`config.mk`:
```
export PLATFORM = sky130hd
export DESIGN_NAME = x86_mmio_mov_decoder_core_flat
export DESIGN_NICKNAME = d
export VERILOG_FILES = /design/src/hdl/xmmd_pkg.sv /design/src/hdl/xmmd_in_if.sv /design/src/hdl/xmmd_out_if.sv /design/src/hdl/xmmd_step.sv /design/src/hdl/x86_mmio_mov_decoder_core.sv /design/src/flat_wrapper.sv
export SDC_FILE = /design/constraint.sdc
export NUM_CORES = 1
export LEC_CHECK = 0
export ABC_AREA = 1
export BUFFER_PORTS_ARGS = -buffer_cell sky130_fd_sc_hd__clkbuf_2
export CAP_MARGIN = 10
export CELL_PAD_IN_SITES_DETAIL_PLACEMENT = 2
export CELL_PAD_IN_SITES_GLOBAL_PLACEMENT = 2
export CORE_ASPECT_RATIO = 1.1
export CORE_MARGIN = 4
export CORE_UTILIZATION = 30
export DETAILED_ROUTE_END_ITERATION = 8
export GPL_TIMING_DRIVEN = 0
export PLACE_DENSITY_LB_ADDON = 0.1
export SLEW_MARGIN = 20
export SYNTH_ARGS = -nofsm -noshare
export SYNTH_HDL_FRONTEND = slang
export SYNTH_HIERARCHICAL = 1
export SYNTH_SLANG_ARGS = --single-unit
export TNS_END_PERCENT = 30
```
`constraint.sdc`:
```
create_clock -name clk -period 10.2 [get_ports clk]
set_input_delay 2.04 -clock clk [delete_from_list [all_inputs] [get_ports clk]]
set_output_delay 2.04 -clock clk [all_outputs]
set_load 0.01 [all_outputs]
```
`src/hdl/xmmd_pkg.sv`:
```
// shared types, codes and helper function of the mmio mov decoder
package xmmd_pkg;

  // decode phases
  localparam logic [2:0] PH_IDLE   = 3'd0;
  localparam logic [2:0] PH_PREFIX = 3'd1;
  localparam logic [2:0] PH_OP2    = 3'd2;
  localparam logic [2:0] PH_MODRM  = 3'd3;
  localparam logic [2:0] PH_SIB    = 3'd4;
  localparam logic [2:0] PH_SKIP   = 3'd5;
  localparam logic [2:0] PH_IMM    = 3'd6;

  // result status codes
  localparam logic [2:0] ST_OK            = 3'd0;
  localparam logic [2:0] ST_PFX_AFTER_REX = 3'd1;
  localparam logic [2:0] ST_TOO_MANY_PFX  = 3'd2;
  localparam logic [2:0] ST_BAD_OPCODE    = 3'd3;
  localparam logic [2:0] ST_HIGH_BYTE     = 3'd4;
  localparam logic [2:0] ST_REG_FORM      = 3'd5;
  localparam logic [2:0] ST_TOO_LONG      = 3'd6;

  // longest instruction accepted, in bytes
  localparam logic [4:0] MAX_INSTR_LEN = 5'd15;

  // prefix and opcode bytes
  localparam logic [7:0] PFX_OPSZ  = 8'h66;
  localparam logic [7:0] PFX_FS    = 8'h64;
  localparam logic [7:0] PFX_GS    = 8'h65;
  localparam logic [7:0] PFX_ADSZ  = 8'h67;
  localparam logic [3:0] PFX_REX   = 4'h4;
  localparam logic [7:0] OP_ST8    = 8'h88;
  localparam logic [7:0] OP_ST     = 8'h89;
  localparam logic [7:0] OP_LD8    = 8'h8A;
  localparam logic [7:0] OP_LD     = 8'h8B;
  localparam logic [7:0] OP_ESC    = 8'h0F;
  localparam logic [7:0] OP_ST_IMM = 8'hC7;
  localparam logic [7:0] OP_MOVZX8 = 8'hB6;
  localparam logic [7:0] OP_MOVZX16 = 8'hB7;

  typedef struct packed {
    logic opsz;
    logic rex;
    logic rexw;
    logic rexr;
  } flags_t;

  typedef struct packed {
    logic [2:0]  phase;
    logic [3:0]  byte_count;
    flags_t      flags;
    logic [7:0]  opcode;
    logic [7:0]  modrm;
    logic [2:0]  skip_left;
    logic [31:0] imm_accum;
    logic [2:0]  imm_left;
    logic [63:0] addr;
  } state_t;

  typedef struct packed {
    logic [2:0]  status;
    logic        is_write;
    logic [3:0]  mem_bytes;
    logic [3:0]  reg_index;
    logic [3:0]  dest_bytes;
    logic        uses_immediate;
    logic [63:0] immediate;
    logic [3:0]  instr_length;
    logic [63:0] fault_addr;
  } result_t;

  function automatic logic [3:0] access_bytes(input logic [7:0] op, input flags_t fl);
    logic [3:0] sz;
    if (op == OP_ST8 || op == OP_LD8 || op == OP_MOVZX8) sz = 4'd1;
    else if (op == OP_MOVZX16) sz = 4'd2;
    else if (fl.rexw) sz = 4'd8;
    else if (fl.opsz) sz = 4'd2;
    else sz = 4'd4;
    return sz;
  endfunction

endpackage

```
`src/hdl/xmmd_in_if.sv`:
```
// input channel: one instruction byte per transaction
interface xmmd_in_if;
  logic        valid;
  logic        ready;
  logic [7:0]  instr_byte;
  logic        first_byte;
  logic [63:0] guest_addr;

  modport source (output valid, output instr_byte, output first_byte, output guest_addr,
                  input ready);
  modport sink (input valid, input instr_byte, input first_byte, input guest_addr,
                output ready);
endinterface

```
`src/hdl/xmmd_out_if.sv`:
```
// result channel: one decoded access per transaction
interface xmmd_out_if;
  logic        valid;
  logic        ready;
  logic [2:0]  status;
  logic        is_write;
  logic [3:0]  mem_bytes;
  logic [3:0]  reg_index;
  logic [3:0]  dest_bytes;
  logic        uses_immediate;
  logic [63:0] immediate;
  logic [3:0]  instr_length;
  logic [63:0] fault_addr;

  modport source (output valid, output status, output is_write, output mem_bytes,
                  output reg_index, output dest_bytes, output uses_immediate,
                  output immediate, output instr_length, output fault_addr,
                  input ready);
  modport sink (input valid, input status, input is_write, input mem_bytes,
                input reg_index, input dest_bytes, input uses_immediate,
                input immediate, input instr_length, input fault_addr,
                output ready);
endinterface

```
`src/hdl/xmmd_step.sv`:
```
// per-byte decode step: next decoder state and the result it may produce
module xmmd_step (
  input  xmmd_pkg::state_t  cur,
  input  logic [7:0]        instr_byte,
  input  logic              first_byte,
  input  logic [63:0]       guest_addr,
  output xmmd_pkg::state_t  nxt,
  output logic              emit,
  output xmmd_pkg::result_t res
);

  xmmd_pkg::state_t s;
  logic [2:0]  status;
  logic [4:0]  pos;
  logic        is_pfx;
  logic        go_adv;
  logic [1:0]  mod_f;
  logic [2:0]  rm_f;
  logic [2:0]  reg_f;
  logic [1:0]  imm_idx;
  logic [2:0]  imm_width;
  logic        wr;
  logic        use_imm;
  logic [3:0]  ms;

  assign mod_f = instr_byte[7:6];
  assign reg_f = instr_byte[5:3];
  assign rm_f  = instr_byte[2:0];
  assign is_pfx = (instr_byte == xmmd_pkg::PFX_OPSZ) || (instr_byte == xmmd_pkg::PFX_FS) ||
                  (instr_byte == xmmd_pkg::PFX_GS) || (instr_byte == xmmd_pkg::PFX_ADSZ) ||
                  (instr_byte[7:4] == xmmd_pkg::PFX_REX);

  always_comb begin
    s = cur;
    if (first_byte) begin
      s       = '0;
      s.addr  = guest_addr;
      s.phase = xmmd_pkg::PH_PREFIX;
    end
    nxt       = s;
    emit      = 1'b0;
    status    = xmmd_pkg::ST_OK;
    go_adv    = 1'b0;
    pos       = {1'b0, s.byte_count};
    imm_width = s.flags.opsz ? 3'd2 : 3'd4;
    imm_idx   = 2'(imm_width - s.imm_left);
    if (s.phase != xmmd_pkg::PH_IDLE) begin
      nxt.byte_count = s.byte_count + 4'd1;
      case (s.phase)
        xmmd_pkg::PH_PREFIX: begin
          if (is_pfx) begin
            if (s.flags.rex) begin
              emit   = 1'b1;
              status = xmmd_pkg::ST_PFX_AFTER_REX;
            end else begin
              if (instr_byte == xmmd_pkg::PFX_OPSZ) nxt.flags.opsz = 1'b1;
              if (instr_byte[7:4] == xmmd_pkg::PFX_REX) begin
                nxt.flags.rex  = 1'b1;
                nxt.flags.rexw = instr_byte[3];
                nxt.flags.rexr = instr_byte[2];
              end
              if (pos + 5'd1 >= xmmd_pkg::MAX_INSTR_LEN) begin
                emit   = 1'b1;
                status = xmmd_pkg::ST_TOO_MANY_PFX;
              end
            end
          end else if (pos + 5'd2 > xmmd_pkg::MAX_INSTR_LEN) begin
            emit   = 1'b1;
            status = xmmd_pkg::ST_TOO_MANY_PFX;
          end else if (instr_byte == xmmd_pkg::OP_ESC) begin
            nxt.phase = xmmd_pkg::PH_OP2;
          end else if (instr_byte == xmmd_pkg::OP_ST8 || instr_byte == xmmd_pkg::OP_ST ||
                       instr_byte == xmmd_pkg::OP_LD8 || instr_byte == xmmd_pkg::OP_LD ||
                       instr_byte == xmmd_pkg::OP_ST_IMM) begin
            nxt.opcode = instr_byte;
            nxt.phase  = xmmd_pkg::PH_MODRM;
          end else begin
            emit   = 1'b1;
            status = xmmd_pkg::ST_BAD_OPCODE;
          end
        end
        xmmd_pkg::PH_OP2: begin
          if (instr_byte == xmmd_pkg::OP_MOVZX8 || instr_byte == xmmd_pkg::OP_MOVZX16) begin
            nxt.opcode = instr_byte;
            nxt.phase  = xmmd_pkg::PH_MODRM;
          end else begin
            emit   = 1'b1;
            status = xmmd_pkg::ST_BAD_OPCODE;
          end
        end
        xmmd_pkg::PH_MODRM: begin
          nxt.modrm = instr_byte;
          // byte register 4..7 without rex names ah/ch/dh/bh
          if (xmmd_pkg::access_bytes(s.opcode, s.flags) == 4'd1 && reg_f > 3'd3 &&
              !s.flags.rex && s.opcode != xmmd_pkg::OP_MOVZX8) begin
            emit   = 1'b1;
            status = xmmd_pkg::ST_HIGH_BYTE;
          end else if (mod_f == 2'd3) begin
            emit   = 1'b1;
            status = xmmd_pkg::ST_REG_FORM;
          end else begin
            if (mod_f == 2'd2 || (mod_f == 2'd0 && rm_f == 3'd5)) nxt.skip_left = 3'd4;
            else if (mod_f == 2'd1) nxt.skip_left = 3'd1;
            else nxt.skip_left = 3'd0;
            if (s.opcode == xmmd_pkg::OP_ST_IMM) nxt.imm_left = imm_width;
            if (rm_f == 3'd4) nxt.phase = xmmd_pkg::PH_SIB;
            else go_adv = 1'b1;
          end
        end
        xmmd_pkg::PH_SIB: begin
          // no base with mod 0 means a 32-bit displacement follows
          if (s.modrm[7:6] == 2'd0 && rm_f == 3'd5) nxt.skip_left = 3'd4;
          go_adv = 1'b1;
        end
        xmmd_pkg::PH_SKIP: begin
          nxt.skip_left = s.skip_left - 3'd1;
          go_adv = 1'b1;
        end
        xmmd_pkg::PH_IMM: begin
          case (imm_idx)
            2'd0:    nxt.imm_accum = s.imm_accum | {24'd0, instr_byte};
            2'd1:    nxt.imm_accum = s.imm_accum | {16'd0, instr_byte, 8'd0};
            2'd2:    nxt.imm_accum = s.imm_accum | {8'd0, instr_byte, 16'd0};
            default: nxt.imm_accum = s.imm_accum | {instr_byte, 24'd0};
          endcase
          nxt.imm_left = s.imm_left - 3'd1;
          go_adv = 1'b1;
        end
        default: begin
          nxt.phase = xmmd_pkg::PH_IDLE;
        end
      endcase
      if (go_adv) begin
        if (nxt.skip_left != 3'd0) nxt.phase = xmmd_pkg::PH_SKIP;
        else if (nxt.imm_left != 3'd0) nxt.phase = xmmd_pkg::PH_IMM;
        else emit = 1'b1;
      end
      if (!emit && nxt.phase != xmmd_pkg::PH_IDLE &&
          {1'b0, nxt.byte_count} >= xmmd_pkg::MAX_INSTR_LEN) begin
        emit   = 1'b1;
        status = xmmd_pkg::ST_TOO_LONG;
      end
      if (emit) nxt.phase = xmmd_pkg::PH_IDLE;
    end
  end

  assign wr = (nxt.opcode == xmmd_pkg::OP_ST8) || (nxt.opcode == xmmd_pkg::OP_ST) ||
              (nxt.opcode == xmmd_pkg::OP_ST_IMM);
  assign use_imm = (nxt.opcode == xmmd_pkg::OP_ST_IMM);
  assign ms = xmmd_pkg::access_bytes(nxt.opcode, nxt.flags);

  always_comb begin
    res            = '0;
    res.status     = status;
    res.fault_addr = nxt.addr;
    if (status == xmmd_pkg::ST_OK) begin
      res.is_write       = wr;
      res.mem_bytes      = ms;
      res.reg_index      = use_imm ? 4'd0 : {nxt.flags.rexr, nxt.modrm[5:3]};
      res.uses_immediate = use_imm;
      res.instr_length   = nxt.byte_count;
      if (!wr) begin
        if (nxt.opcode == xmmd_pkg::OP_MOVZX8)
          res.dest_bytes = (nxt.flags.opsz && !nxt.flags.rexw) ? 4'd2 : 4'd8;
        else if (nxt.opcode == xmmd_pkg::OP_MOVZX16)
          res.dest_bytes = (nxt.flags.opsz && !nxt.flags.rexw) ? 4'd2 : 4'd8;
        else
          res.dest_bytes = (ms == 4'd4) ? 4'd8 : ms;
      end
      if (use_imm) begin
        if (nxt.flags.opsz)
          res.immediate = {{48{nxt.imm_accum[15]}}, nxt.imm_accum[15:0]};
        else
          res.immediate = {{32{nxt.imm_accum[31]}}, nxt.imm_accum};
      end
    end
  end

endmodule

```
`src/hdl/x86_mmio_mov_decoder_core.sv`:
```
// top level of the byte-serial mmio mov / movzx instruction decoder
//
//  channel | direction | transaction carries
//  in_chan | sink      | instr_byte, first_byte, guest_addr
//  out_chan| source    | status, is_write, mem_bytes, reg_index, dest_bytes,
//          |           | uses_immediate, immediate, instr_length, fault_addr
//
// one byte per cycle while in_chan.ready is high: each byte passes through the decode
// step into the state and result registers in the cycle it is accepted, so a result
// appears in the cycle after the byte that completes or rejects the instruction
// in_chan.ready is high while the result register is empty or being drained
// a stall on out_chan holds the result register and stalls the input after it fills
// rst_n (synchronous) returns the decoder to idle and drops any pending result
module x86_mmio_mov_decoder_core (
  input  logic              clk,
  input  logic              rst_n,
  xmmd_in_if.sink           in_chan,
  xmmd_out_if.source        out_chan
);

  xmmd_pkg::state_t  state_r;
  xmmd_pkg::state_t  state_nxt;
  xmmd_pkg::result_t res_r;
  xmmd_pkg::result_t step_res;
  logic              step_emit;
  logic              out_valid_r;
  logic              in_acc;

  xmmd_step u_step (
    .cur        (state_r),
    .instr_byte (in_chan.instr_byte),
    .first_byte (in_chan.first_byte),
    .guest_addr (in_chan.guest_addr),
    .nxt        (state_nxt),
    .emit       (step_emit),
    .res        (step_res)
  );

  assign in_chan.ready = !out_valid_r || out_chan.ready;
  assign in_acc        = in_chan.valid && in_chan.ready;

  always_ff @(posedge clk) begin
    if (!rst_n) begin
      state_r     <= '0;
      out_valid_r <= 1'b0;
    end else begin
      if (in_acc) state_r <= state_nxt;
      if (in_acc && step_emit) out_valid_r <= 1'b1;
      else if (out_chan.ready) out_valid_r <= 1'b0;
    end
  end

  always_ff @(posedge clk) begin
    if (in_acc && step_emit) res_r <= step_res;
  end

  assign out_chan.valid          = out_valid_r;
  assign out_chan.status         = res_r.status;
  assign out_chan.is_write       = res_r.is_write;
  assign out_chan.mem_bytes      = res_r.mem_bytes;
  assign out_chan.reg_index      = res_r.reg_index;
  assign out_chan.dest_bytes     = res_r.dest_bytes;
  assign out_chan.uses_immediate = res_r.uses_immediate;
  assign out_chan.immediate      = res_r.immediate;
  assign out_chan.instr_length   = res_r.instr_length;
  assign out_chan.fault_addr     = res_r.fault_addr;

  // a stray byte while idle changes nothing
  a_idle_ignore: assert property (@(posedge clk) disable iff (!rst_n)
    (in_acc && !in_chan.first_byte && state_r.phase == xmmd_pkg::PH_IDLE)
    |=> state_r.phase == xmmd_pkg::PH_IDLE)
    else $error("byte accepted while idle left the idle phase");

  // a good decode reports a legal access size and a sane length
  a_ok_size: assert property (@(posedge clk) disable iff (!rst_n)
    (out_valid_r && res_r.status == xmmd_pkg::ST_OK)
    |-> ((res_r.mem_bytes == 4'd1 || res_r.mem_bytes == 4'd2 || res_r.mem_bytes == 4'd4 ||
          res_r.mem_bytes == 4'd8) && res_r.instr_length >= 4'd2 &&
         {1'b0, res_r.instr_length} <= xmmd_pkg::MAX_INSTR_LEN))
    else $error("decoded access has a bad size or length");

  // an error result carries only status and address
  a_err_clean: assert property (@(posedge clk) disable iff (!rst_n)
    (out_valid_r && res_r.status != xmmd_pkg::ST_OK)
    |-> (!res_r.is_write && res_r.mem_bytes == 4'd0 && res_r.immediate == 64'd0 &&
         res_r.instr_length == 4'd0 && !res_r.uses_immediate))
    else $error("error result carries decode fields");

  // stores never clear a destination register
  a_store_dest: assert property (@(posedge clk) disable iff (!rst_n)
    (out_valid_r && res_r.is_write) |-> res_r.dest_bytes == 4'd0)
    else $error("store result with nonzero destination width");

endmodule
```
`src/flat_wrapper.sv`:
```
// flat-port wrapper written by rule: the top's interface ports become plain ports
module x86_mmio_mov_decoder_core_flat 
  (clk, rst_n, in_chan_valid, in_chan_instr_byte, in_chan_first_byte, in_chan_guest_addr, in_chan_ready, out_chan_valid, out_chan_status, out_chan_is_write, out_chan_mem_bytes, out_chan_reg_index, out_chan_dest_bytes, out_chan_uses_immediate, out_chan_immediate, out_chan_instr_length, out_chan_fault_addr, out_chan_ready);
  xmmd_in_if in_chan_i ();
  xmmd_out_if out_chan_i ();
  input  logic clk;
  input  logic rst_n;
  input wire logic [$bits(in_chan_i.valid)-1:0] in_chan_valid;
  input wire logic [$bits(in_chan_i.instr_byte)-1:0] in_chan_instr_byte;
  input wire logic [$bits(in_chan_i.first_byte)-1:0] in_chan_first_byte;
  input wire logic [$bits(in_chan_i.guest_addr)-1:0] in_chan_guest_addr;
  output wire logic [$bits(in_chan_i.ready)-1:0] in_chan_ready;
  output wire logic [$bits(out_chan_i.valid)-1:0] out_chan_valid;
  output wire logic [$bits(out_chan_i.status)-1:0] out_chan_status;
  output wire logic [$bits(out_chan_i.is_write)-1:0] out_chan_is_write;
  output wire logic [$bits(out_chan_i.mem_bytes)-1:0] out_chan_mem_bytes;
  output wire logic [$bits(out_chan_i.reg_index)-1:0] out_chan_reg_index;
  output wire logic [$bits(out_chan_i.dest_bytes)-1:0] out_chan_dest_bytes;
  output wire logic [$bits(out_chan_i.uses_immediate)-1:0] out_chan_uses_immediate;
  output wire logic [$bits(out_chan_i.immediate)-1:0] out_chan_immediate;
  output wire logic [$bits(out_chan_i.instr_length)-1:0] out_chan_instr_length;
  output wire logic [$bits(out_chan_i.fault_addr)-1:0] out_chan_fault_addr;
  input wire logic [$bits(out_chan_i.ready)-1:0] out_chan_ready;
  assign in_chan_i.valid = in_chan_valid;
  assign in_chan_i.instr_byte = in_chan_instr_byte;
  assign in_chan_i.first_byte = in_chan_first_byte;
  assign in_chan_i.guest_addr = in_chan_guest_addr;
  assign in_chan_ready = in_chan_i.ready;
  assign out_chan_valid = out_chan_i.valid;
  assign out_chan_status = out_chan_i.status;
  assign out_chan_is_write = out_chan_i.is_write;
  assign out_chan_mem_bytes = out_chan_i.mem_bytes;
  assign out_chan_reg_index = out_chan_i.reg_index;
  assign out_chan_dest_bytes = out_chan_i.dest_bytes;
  assign out_chan_uses_immediate = out_chan_i.uses_immediate;
  assign out_chan_immediate = out_chan_i.immediate;
  assign out_chan_instr_length = out_chan_i.instr_length;
  assign out_chan_fault_addr = out_chan_i.fault_addr;
  assign out_chan_i.ready = out_chan_ready;
  x86_mmio_mov_decoder_core u_core (.clk(clk), .rst_n(rst_n), .in_chan(in_chan_i), .out_chan(out_chan_i));
endmodule
```
==> flow_metrics.env, run 1 <==
export IMPL_r2r_start="u_core/state_r[126]"
export IMPL_cts_htree_levels=2
export IMPL_power_total_mw=3.099
export IMPL_layout_nets=2146
export IMPL_final_cell_mix="nand2_1, clkbuf_2, inv_1, nor2_1, nand3_1"
export IMPL_cts_resized=0
export IMPL_final_common_cell="nand2_1"
export IMPL_clockRootBuffer="clkbuf_16"
export IMPL_hp_class="reg2reg"
export IMPL_grt_util_all_layers_pct=19.23
export IMPL_post_drt_wl_per_cell_um=18.65
export IMPL_dp_hpwl_um=36950
export IMPL_end_kind="flop"
export IMPL_dr_first_iter_drc_count=565
export IMPL_cts_sinks=276
export IMPL_antenna_cells_inserted=0
export IMPL_syn_instance_count=1798
export IMPL_max_stage_delay_ns=0.55
export IMPL_grt_pass1_wl_um=77540
export IMPL_drt_wl_total_um=50100
export IMPL_syn_avg_cell_area_um2=7.907
export IMPL_vdd_drop_max_v=0.00009713
export IMPL_grt_max_degree=34
export IMPL_cp_start_kind="input pin"
export IMPL_tightestPinTransition_ns=0.9200
export IMPL_critPathLaunch="in_chan_first_byte"
export IMPL_insertion_delay_ns=0.54
export IMPL_seqCellArea_mm2=0.007017
export IMPL_multiInputGateArea_mm2=0.005109
export IMPL_die_w_um=215.6
export IMPL_place_gp_congestion=0.8384
export IMPL_rows=83
export IMPL_finalCritPeriodShare_pct=50.20
export IMPL_setup_violations=0
export IMPL_power_density_mw_per_mm2=177.7
export IMPL_timing_hold_ws_ns=0.4831
export IMPL_cts_buffer_depth=3
export IMPL_rr_worst_depth=13
export IMPL_ant_nets=0
export IMPL_drcViolationCount=0
export IMPL_status="finished, final reports clean"
export IMPL_post_cts_buffers=0
export IMPL_fill_cells=5416
export IMPL_fin_util_pct=37.32
export IMPL_slew_violations=0
export IMPL_via_per_inst=4.681
export IMPL_finalHoldViolCount=0
export IMPL_port_buffer_count=224
export IMPL_initial_core_util_pct=30.42
export IMPL_clk_pin_slew_ns=0.06
export IMPL_power_leakage_nw=8.127
export IMPL_fin_skew_ns=0.02392
export IMPL_cts_hold_buf=0
export IMPL_antenna_found_initial=0
export IMPL_crit_type="in2reg"
export IMPL_die_h_um=236.3
export IMPL_worstPathMaxFanout=33
export IMPL_cts_buffers=35
export IMPL_slew_headroom_pct=38.67
export IMPL_synth_nets=1879
export IMPL_min_period_ns=5.121
export IMPL_core_mm2=0.04673
export IMPL_worstHoldPathCells=2
export IMPL_cp_required_ns=10.60
export IMPL_cts_tree="done"
export IMPL_grt_ovfl_total=0
export IMPL_r2r_setup_slack_ns=6.57
export IMPL_final_cell_area_mm2=0.01744
export IMPL_synth_area_mm2=0.01422
export IMPL_vias=12570
export IMPL_yosysWarnings=6
export IMPL_place_area_mm2=0.01622
export IMPL_cpMaxStageDelayCell="nor2_4"
export IMPL_maxCapViolations=0
export IMPL_ios=228
export IMPL_first_global_vias=13600
export IMPL_drive_gt1_share_pct=25.44
export IMPL_rr_endpoint="u_core/out_chan.immediate[55]"
export IMPL_dr_pass1_iters=4
export IMPL_max_freq_mhz=195.3
export IMPL_dieArea_mm2=0.05094
export IMPL_cp_arrival_ns=5.52
export IMPL_syn_to_final_growth_pct=22.67
export IMPL_path_cells="buf_6 > inv_4 > buf_6 > buf_6 > nand2_1 > ha_1 > nor2_1 > o21bai_1 > nor2_1 > nand3_1 > nor2_1 > nand2_2 > nand4_4 > nand3_1 > nor2_2 > nand3_4 > buf_8 > nor2_4 > buf_4"
export IMPL_rsz0062_at_grt="false"
export IMPL_setup_worst_path_end="u_core/out_chan.immediate[55]"
## worst min-delay path by stage
stage,start,to,slack (ns)
final,u_core/state_r[121],u_core/state_r[121],0.48
after global routing,u_core/state_r[58],u_core/state_r[58],0.51
after CTS,u_core/state_r[14],u_core/state_r[14],0.49
after detailed placement,u_core/state_r[121],u_core/state_r[121],0.47
after global placement,u_core/state_r[95],u_core/state_r[95],0.46
after floorplan,u_core/state_r[120],u_core/state_r[120],0.45
## per-layer routing
metal | wire length, um | track usage, %
met1 | 21910 | 23.98
met2 | 25640 | 34.74
met3 | 1525 | 3.156
met4 | 1029 | 4.510
met5 | 0 | 0
## per-stage QoR
step / TNS [ns] / setup slack [ns] / instances
after floorplan: 0 / 2.144 / 1798
after global placement: -63.81 / -0.4465 / 2617
after detailed placement: 0 / 4.504 / 2623
after CTS: 0 / 5.065 / 2686
after global routing: 0 / 4.782 / 2686
final: 0 / 5.079 / 2686
## area by class of cell
class	instances	area share, %
Sequential cell	276	40.24
Clock buffer	51	6.070
Tap cell	595	4.269
Clock inverter	12	0.9399
Inverter	219	4.728
Timing Repair Buffer	230	7.160
Buffer	201	7.304
Multi-Input combinational cell	1102	29.29
## critical path: cells and delay by family
kind            cells  cell delay, ns
fa+ha+maj           1            0.33
buf+inv             6            0.96
compound gates      1            0.14
simple gates       11            1.99
## registers in the layout (all words and copies together), names as in the netlist, 3 cells and up
signal                        cells
u_core/out_chan.dest_bytes        4
u_core/out_chan.fault_addr       64
u_core/out_chan.immediate        64
u_core/out_chan.instr_length      4
u_core/out_chan.mem_bytes         4
u_core/out_chan.reg_index         4
u_core/out_chan.status            3
u_core/state_r                  126
## where the power goes
group	internal, mW	leakage [nW]	switching (mW)
combinational	0.171	5.00	0.302
clock	0.821	0.609	0.499
sequential	1.27	2.52	0.0383
total	2.26	8.13	0.840
Power figures use the tool's default switching activity.
==> run 2: changes to the inputs <==
--- a/config.mk
+++ b/config.mk
@@ -12,7 +12,7 @@
 export CELL_PAD_IN_SITES_GLOBAL_PLACEMENT = 2
 export CORE_ASPECT_RATIO = 1.1
 export CORE_MARGIN = 4
-export CORE_UTILIZATION = 30
+export CORE_UTILIZATION = 34
 export DETAILED_ROUTE_END_ITERATION = 8
 export GPL_TIMING_DRIVEN = 0
 export PLACE_DENSITY_LB_ADDON = 0.1
==> constraint.sdc (replaced) <==
create_clock -name clk -period 4.9 [get_ports clk]
set_input_delay 0.98 -clock clk [delete_from_list [all_inputs] [get_ports clk]]
set_output_delay 0.98 -clock clk [all_outputs]
set_load 0.01 [all_outputs]
==> flow_metrics.env, run 2 (synthesized netlist as in run 1, its figures left out) <==
export IMPL_status="finished, final reports clean"
export IMPL_dr_first_iter_drc_count=510
export IMPL_clockRootBuffer="clkbuf_16"
export IMPL_cp_required_ns=5.29
export IMPL_rr_endpoint="u_core/out_chan.immediate[37]"
export IMPL_cp_arrival_ns=4.34
export IMPL_cpMaxStageDelayCell="nor2_4"
export IMPL_tightestPinTransition_ns=0.8208
export IMPL_setup_violations=0
export IMPL_power_total_mw=6.207
export IMPL_syn_to_final_growth_pct=21.69
export IMPL_rsz0062_at_grt="false"
export IMPL_dr_pass1_iters=4
export IMPL_ios=228
export IMPL_clk_pin_slew_ns=0.05
export IMPL_place_area_mm2=0.01622
export IMPL_power_density_mw_per_mm2=358.8
export IMPL_finalHoldViolCount=0
export IMPL_critPathLaunch="in_chan_first_byte"
export IMPL_grt_pass1_wl_um=76620
export IMPL_path_depth=19
export IMPL_final_cell_area_mm2=0.01730
export IMPL_initial_core_util_pct=34.44
export IMPL_drcViolationCount=0
export IMPL_cts_htree_levels=2
export IMPL_layout_nets=2146
export IMPL_drt_wl_total_um=48950
export IMPL_crit_buf_inv=6
export IMPL_slew_violations=0
export IMPL_fin_setup_tns_ns=0
export IMPL_vdd_drop_max_v=0.0002373
export IMPL_finalCritPeriodShare_pct=80.61
export IMPL_use_met1_pct=26.83
export IMPL_cts_buffer_depth=3
export IMPL_rows=78
export IMPL_grt_max_degree=34
export IMPL_end_kind="flop"
export IMPL_cts_hold_buf=0
export IMPL_final_cell_mix="nand2_1, clkbuf_2, inv_1, nor2_1, nand3_1"
export IMPL_max_freq_mhz=253.2
export IMPL_cts_buffers=35
export IMPL_fill_cells=4755
export IMPL_maxCapViolations=0
export IMPL_dp_hpwl_um=36330
export IMPL_core_mm2=0.04128
export IMPL_post_drt_wl_per_cell_um=18.47
export IMPL_antenna_found_initial=0
export IMPL_post_cts_buffers=0
export IMPL_hp_class="reg2reg"
export IMPL_worstPathMaxFanout=33
export IMPL_cp_start_kind="input pin"
export IMPL_fin_util_pct=41.90
export IMPL_r2r_start="u_core/state_r[126]"
export IMPL_crit_type="in2reg"
export IMPL_timing_hold_ws_ns=0.4823
export IMPL_cts_resized=0
export IMPL_use_met2_pct=38.00
export IMPL_place_gp_congestion=0.8407
export IMPL_dieArea_mm2=0.04515
export IMPL_fin_skew_ns=0.01883
export IMPL_port_buffer_count=224
export IMPL_path_delay_family="simple AND/OR/NAND/NOR gates"
export IMPL_largest_reg_flops=126
export IMPL_power_leakage_nw=8.052
export IMPL_antenna_cells_inserted=0
export IMPL_die_h_um=222.5
export IMPL_min_period_ns=3.950
export IMPL_max_stage_delay_ns=0.56
export IMPL_cts_tree="done"
export IMPL_slew_headroom_pct=44.70
export IMPL_path_cells="buf_8 > inv_4 > buf_6 > buf_8 > nand2_8 > ha_4 > nor2_1 > o21bai_1 > nor2_1 > nand3_1 > nor2_1 > nand2_2 > nand4_4 > nand3_1 > nor2_2 > nand3_4 > buf_8 > nor2_4 > buf_4"
export IMPL_largest_register="u_core/state_r"
export IMPL_r2r_setup_slack_ns=1.20
export IMPL_grt_util_all_layers_pct=21.26
export IMPL_first_global_vias=13740
export IMPL_grt_ovfl_total=0
export IMPL_insertion_delay_ns=0.54
export IMPL_rr_worst_depth=13
export IMPL_dp_cells=2588
export IMPL_final_common_cell="nand2_1"
export IMPL_busiest_layer="met2"
export IMPL_cts_sinks=276
export IMPL_setup_slack_ns=0.9502
export IMPL_ant_nets=0
export IMPL_use_met3_pct=3.474
export IMPL_final_cells=2650
export IMPL_die_w_um=203.0
export IMPL_vias=12700
export IMPL_setup_worst_path_end="u_core/out_chan.immediate[37]"
export IMPL_via_per_inst=4.794
export IMPL_dp_worst_setup_slack_ns=0.3983
export IMPL_drive_gt1_share_pct=25.02
[run 2: changes by cell type in the layout (fill, tap and decap cells not counted), sizes merged]
cell,delta
inv,+1
bufinv,-1
clkbuf,+3
clkinv,-4
[run 2: how the worst min path moves through the flow]
| stage | from | to | slack [ns] | cells past startpoint |
|---|---|---|---|---|
| final | u_core/state_r[82] | u_core/state_r[82] | 0.48 | 2 |
| after global routing | u_core/state_r[44] | u_core/state_r[44] | 0.52 | 2 |
| after CTS | u_core/state_r[44] | u_core/state_r[44] | 0.49 | 2 |
| after detailed placement | u_core/state_r[44] | u_core/state_r[44] | 0.47 | 2 |
| after global placement | u_core/state_r[17] | u_core/state_r[17] | 0.46 | 2 |
| after floorplan | u_core/state_r[120] | u_core/state_r[120] | 0.45 | 2 |
[run 2: worst register-to-register path, stage by stage (launching register included)]
cell	delay, ns
dfxtp_1	0.40
nor2_1	0.21
nand2_1	0.07
nor2_1	0.48
inv_1	0.31
nand3_1	0.16
nand2_1	0.11
inv_1	0.11
nand3_1	0.16
nor3_4	0.32
nand3_4	0.21
buf_8	0.23
nor2_4	0.56
buf_4	0.23
[run 2: power breakdown]
group	switching (mW)	internal, mW
registers	0.0816	2.64
logic	0.630	0.360
clock network	0.997	1.50
total	1.71	4.50
[run 2: routing by layer]
layer	up-vias	share of wire (%)
li1	6169	-
met5	-	0
met2	190	51
met4	0	2.2
met1	6284	44
met3	60	3.4
[run 2: area by class of cell]
cell class                      instances  area [um^2]  share of cell area (%)
Inverter                              219        824.5                   4.766
Buffer                                201         1281                   7.406
Clock inverter                          8        117.6                  0.6799
Sequential cell                       276         7017                   40.56
Tap cell                              560        700.7                   4.050
Clock buffer                           54        957.2                   5.533
Timing Repair Buffer                  230         1256                   7.262
Multi-Input combinational cell       1102         5145                   29.74
